$ cat config.mk
export PLATFORM = sky130hd
export DESIGN_NAME = smeu_alu
export DESIGN_NICKNAME = d
export VERILOG_FILES = /design/src/rtl/core/smeu_pkg.sv /design/src/rtl/core/smeu_alu.sv
export SDC_FILE = /design/constraint.sdc
export NUM_CORES = 2
export LEC_CHECK = 0
export BUFFER_PORTS_ARGS = -buffer_cell sky130_fd_sc_hd__buf_2
export CAP_MARGIN = 20
export CORE_UTILIZATION = 30
export DETAILED_ROUTE_END_ITERATION = 12
export GPL_TIMING_DRIVEN = 0
export PLACE_DENSITY = 0.54
export SLEW_MARGIN = 5
export SYNTH_ARGS = -nofsm -noshare
export SYNTH_HDL_FRONTEND = slang
export SYNTH_SLANG_ARGS = --single-unit
$ cat constraint.sdc
create_clock -name clk -period 10.5 [get_ports clk]
set_clock_uncertainty 0.15 [all_clocks]
set_input_delay 2.1 -clock clk [delete_from_list [all_inputs] [get_ports clk]]
set_output_delay 2.1 -clock clk [all_outputs]
set_load 0.1 [all_outputs]
$ cat src/rtl/core/smeu_pkg.sv
// ----------------------------------------------------------------------------
// smeu_pkg
// Opcodes, fault codes and shared types of the stack machine execute unit.
// ----------------------------------------------------------------------------
package smeu_pkg;

  localparam logic [4:0] OP_ADD   = 5'd0;
  localparam logic [4:0] OP_SUB   = 5'd1;
  localparam logic [4:0] OP_MUL   = 5'd2;
  localparam logic [4:0] OP_DIV   = 5'd3;
  localparam logic [4:0] OP_SHL   = 5'd4;
  localparam logic [4:0] OP_SHR   = 5'd5;
  localparam logic [4:0] OP_GT    = 5'd6;
  localparam logic [4:0] OP_LT    = 5'd7;
  localparam logic [4:0] OP_NOT   = 5'd8;
  localparam logic [4:0] OP_JMP   = 5'd9;
  localparam logic [4:0] OP_BZ    = 5'd10;
  localparam logic [4:0] OP_BNZ   = 5'd11;
  localparam logic [4:0] OP_PUSH  = 5'd12;
  localparam logic [4:0] OP_RSV   = 5'd13;
  localparam logic [4:0] OP_DROP  = 5'd14;
  localparam logic [4:0] OP_LOAD  = 5'd15;
  localparam logic [4:0] OP_STORE = 5'd16;
  localparam logic [4:0] OP_EMIT  = 5'd17;
  localparam logic [4:0] OP_PRO   = 5'd18;
  localparam logic [4:0] OP_RET   = 5'd19;
  localparam logic [4:0] OP_CALL  = 5'd20;
  localparam logic [4:0] OP_EXIT  = 5'd21;

  localparam logic [2:0] FLT_NONE  = 3'd0;
  localparam logic [2:0] FLT_OP    = 3'd1;
  localparam logic [2:0] FLT_DIV0  = 3'd2;
  localparam logic [2:0] FLT_OVER  = 3'd3;
  localparam logic [2:0] FLT_UNDER = 3'd4;
  localparam logic [2:0] FLT_PRINT = 3'd5;

  typedef struct packed {
    logic       start;
    logic [1:0] kind;
    logic [63:0] a;
    logic [63:0] b;
  } alu_req_t;

  localparam logic [1:0] ALU_MUL = 2'd0;
  localparam logic [1:0] ALU_DIV = 2'd1;

  typedef struct packed {
    logic       done;
    logic [63:0] res;
  } alu_rsp_t;

endpackage

$ cat src/rtl/core/smeu_alu.sv
// ----------------------------------------------------------------------------
// smeu_alu
// Shared multicycle unit: 64-bit multiply by 16-bit partial products and
// signed truncating divide one quotient bit per cycle.
// ----------------------------------------------------------------------------
module smeu_alu (
  input  logic                clk,
  input  logic                rst,
  input  smeu_pkg::alu_req_t  req,
  output smeu_pkg::alu_rsp_t  rsp
);
  import smeu_pkg::*;

  logic        busy;
  logic        done;
  logic [1:0]  kind;
  logic [6:0]  cnt;
  logic [63:0] x;
  logic [63:0] y;
  logic [63:0] acc;
  logic [63:0] rem;
  logic        neg;
  logic [64:0] diff;
  logic [63:0] pp;
  logic [63:0] mag_a;
  logic [63:0] mag_b;

  assign mag_a = req.a[63] ? (~req.a + 64'd1) : req.a;
  assign mag_b = req.b[63] ? (~req.b + 64'd1) : req.b;
  assign diff  = {rem[62:0], x[63]} - {1'b0, y};
  assign pp    = {48'd0, y[15:0]} * x;

  always_ff @(posedge clk) begin
    if (rst) begin
      busy <= 1'b0;
      done <= 1'b0;
    end else begin
      done <= 1'b0;
      if (req.start) begin
        busy <= 1'b1;
        kind <= req.kind;
        acc  <= '0;
        rem  <= '0;
        if (req.kind == ALU_MUL) begin
          x   <= req.a;
          y   <= req.b;
          cnt <= 7'd4;
        end else begin
          x   <= mag_a;
          y   <= mag_b;
          neg <= req.a[63] ^ req.b[63];
          cnt <= 7'd64;
        end
      end else if (busy) begin
        if (kind == ALU_MUL) begin
          acc <= acc + pp;
          x   <= {x[47:0], 16'd0};
          y   <= {16'd0, y[63:16]};
        end else begin
          x <= {x[62:0], 1'b0};
          if (!diff[64]) begin
            rem <= diff[63:0];
            acc <= {acc[62:0], 1'b1};
          end else begin
            rem <= {rem[62:0], x[63]};
            acc <= {acc[62:0], 1'b0};
          end
        end
        cnt <= cnt - 7'd1;
        if (cnt == 7'd1) begin
          busy <= 1'b0;
          done <= 1'b1;
        end
      end
    end
  end

  always_comb begin
    rsp.done = done;
    if (kind == ALU_DIV && neg) begin
      rsp.res = ~acc + 64'd1;
    end else begin
      rsp.res = acc;
    end
  end
endmodule
==> results.ini <==
[run_status]
status=finished, final reports clean

[synthesis]
synth_warnings=0
syn_nets=6814
synthCells=5696
syn_area_per_cell_um2=8.54
yosysSeqAreaShare=0.164
ys_seq_elements=267
syn_area_um2=48700
synthFlopType=edfxtp_1
synth-async-reset-ratio=0
synth-edff-count=265
ys_types=86

[place]
place_ws_ns=0.586
place_hpwl_um=157000
portBuffers=196
place.gp.congestion=0.969
dp_cells=8076

[finish]
instances_no_fill=8161
drive_gt1_frac=0.0571
finish.net_count=7076
area_delta_synth_final_pct=11.2
fillerInstances=17200

[worst_setup_path]
crit_start=y[15]
cpMaxStageDelayCell=clkbuf_1
path_common_cell=fa_1
critPathCapture=acc[58]
worstReg2RegStart=y[15]
r2r_cells=25
crit_family=adder cells
cp.depth=25
required_ns=10.79
r2r_slack_ns=0.18
r2r_end=acc[58]
path_class=flop to flop
crit_path_end_kind=flop
startpoint_type=flop
critPathMaxFanout=10
timing.critical_path.buf_inv=6
cp.arrival_ns=10.61
slowest_delay_ns=0.96

[sta]
fin_crit_ns=10.32
final.period_utilization=0.983
setup_viol=0
hold_viol_final=0
max_slew_margin=0.161
worstMarginPinSlew_ns=1.26
fin_setup_tns_ns=0
fin_hold_ws_ns=0.437
maxSlewViolCount=0
worst_slack_ns=0.182
fmax_ghz=0.0969
rsz0062_at_grt=no

[global_routing]
antenna_found_initial=39
grt_max_degree=88
grt-busiest-layer=met2
use_met1=0.306
met3_usage=0.0441
grt_pass1_vias=41600
grt_pass1_wl_um=277000
overflow=0
track_usage=0.231
grtUsageMet2=0.371

[cts]
cts_hold_buf=0
tritoncts=yes
clkTransAtPathRegs_ns=0.06
clock_path_buffers=3
h-tree-depth=2
cts_setup_buffers=0
numCtsBuffers=39
clkSinkCount=267
cts_resized=0
clock_latency_ns=0.63
cts_root_buffer=clkbuf_16

[route]
dr.pass1.iters=6
vias=41100
route.detailed.drc=0
viasPerCell=5.03
first_iter_violations=3704
wire_per_inst_um=23.2
ant_nets=0
finalWirelength_um=189000

[job]
cap_viol_max_count=0

[floorplanning]
core_area_um2=161000
chipWidth_um=405
ioPinCount=198
start_util=0.303
rows=147
die_area_um2=164000
fp.dieH_um=405

[min_path]
hp-class=flop to flop

[cells by family (layout without fill, tap and decap cells)]
group / count (synthesis) / count (layout) / share of synthesized area
xor gates and xnor gates: 324 / 324 / 0.0583
DFF: 267 / 267 / 0.164
adders and majority gates: 985 / 985 / 0.379
other: 0 / 13 / 0
muxes: 95 / 95 / 0.0196
AOI/OAI and AO/OA: 767 / 767 / 0.0957
and+or+nand+nor: 1781 / 1781 / 0.169
buffers and inverters: 1477 / 1769 / 0.114
[per-stage QoR]
step | util | area (um^2)
floorplan | - | 48700
global placement | 0.326 | 52300
detailed placement | 0.328 | 52800
CTS | 0.336 | 54100
global route | 0.336 | 54100
finish | 0.337 | 54100
[worst reg2reg max path: stages (launching register included)]
cell,delay (ns)
edfxtp_1,0.51
clkbuf_1,0.97
clkbuf_1,0.89
nand2_1,0.19
fa_1,0.49
fa_1,0.49
inv_1,0.05
fa_1,0.46
fa_1,0.47
fa_1,0.53
inv_1,0.06
fa_1,0.50
inv_1,0.05
ha_1,0.26
clkbuf_1,0.28
nand2_1,0.12
nor3_1,0.32
o2111ai_1,0.38
a311oi_2,0.84
o2111ai_1,0.24
a31oi_1,0.38
a221oi_1,0.27
o221ai_1,0.45
nand2_1,0.17
or4_1,0.42
a31oi_1,0.17
[synthesized netlist by cell type (all sizes together) (6+ instances only)]
cell type | n | area (um^2)
inv | 1148 | 4310
nand2 | 946 | 3550
fa | 815 | 16300
clkbuf | 311 | 1170
a21oi | 291 | 1460
and2 | 272 | 1700
edfxtp | 265 | 7960
nor2 | 248 | 938
xnor2 | 216 | 1890
o21ai | 191 | 956
ha | 170 | 2130
xor2 | 108 | 946
mux2i | 94 | 941
nand3 | 64 | 325
a21o | 62 | 465
nor3 | 46 | 235
a31oi | 33 | 206
nor4 | 32 | 258
o31ai | 31 | 233
o21bai | 28 | 210
nor2b | 27 | 171
and3 | 26 | 163
nand2b | 26 | 173
nand4 | 25 | 156
or3 | 21 | 131
o41ai | 19 | 189
buf | 18 | 83.8
a211oi | 14 | 105
o21a | 14 | 105
or4 | 14 | 109
or2 | 9 | 56.3
o31a | 8 | 70.1
and4 | 7 | 61.3
nor3b | 7 | 85.1
o211ai | 7 | 52.6
a211o | 6 | 52.6
a31o | 6 | 52.6
o2111ai | 6 | 52.6
[how the worst min path moves through the flow]
stage,startpoint,endpoint,slack [ns],depth (start not counted)
5_1_grt,rem[42],rem[43],0.46,2
3_5_place_dp,rem[21],rem[22],0.43,2
4_1_cts,rem[21],rem[22],0.44,2
3_3_place_gp,rem[21],rem[22],0.42,2
2_1_floorplan,cnt[6],busy,0.39,2
6_report,rem[21],rem[22],0.44,2
[layer usage]
layer  routed length (um)  up-vias
met5                   69        -
met4                 8080       10
met3                15700      327
met2                86800     1680
met1                78300    20900
li1                     -    18200
[area by class of cell]
cell class / count / area, um^2 / share of cell area
multi-input cells: 3952 / 35100 / 0.649
flip-flops and latches: 267 / 8000 / 0.148
inverters: 1148 / 4320 / 0.0798
well taps: 2160 / 2700 / 0.0500
repair buffers: 221 / 1370 / 0.0253
plain buffers: 329 / 1260 / 0.0232
clock buffers: 42 / 987 / 0.0182
clock inverters: 29 / 300 / 0.00555
diodes: 13 / 32.5 / 0.000601
[flip-flops by register name (all words and copies together), names as in the netlist, 2 cells and up]
name and flops:
acc 64, rem 63, x 64, kind 2
y 64, cnt 7
[cell usage in the layout (no fill, tap or decap), types with 25 or more instances in the layout]
cell / count
and3_1: 26
buf_2: 204
clkbuf_1: 310
o21ai_0: 187
xor2_1: 108
nor2_1: 244
xnor2_1: 216
edfxtp_1: 265
nand3_1: 63
mux2i_1: 94
fa_1: 815
a31oi_1: 33
nand4_1: 25
nor4_1: 25
o31ai_1: 31
clkbuf_16: 39
inv_1: 1147
ha_1: 170
nand2_1: 945
nor2b_1: 26
and2_1: 271
a21oi_1: 291
a21o_1: 62
nor3_1: 45
o21bai_1: 28
Power is not shown: default switching activity piles up to over one toggle a cycle in this logic, so the estimate is an artifact.
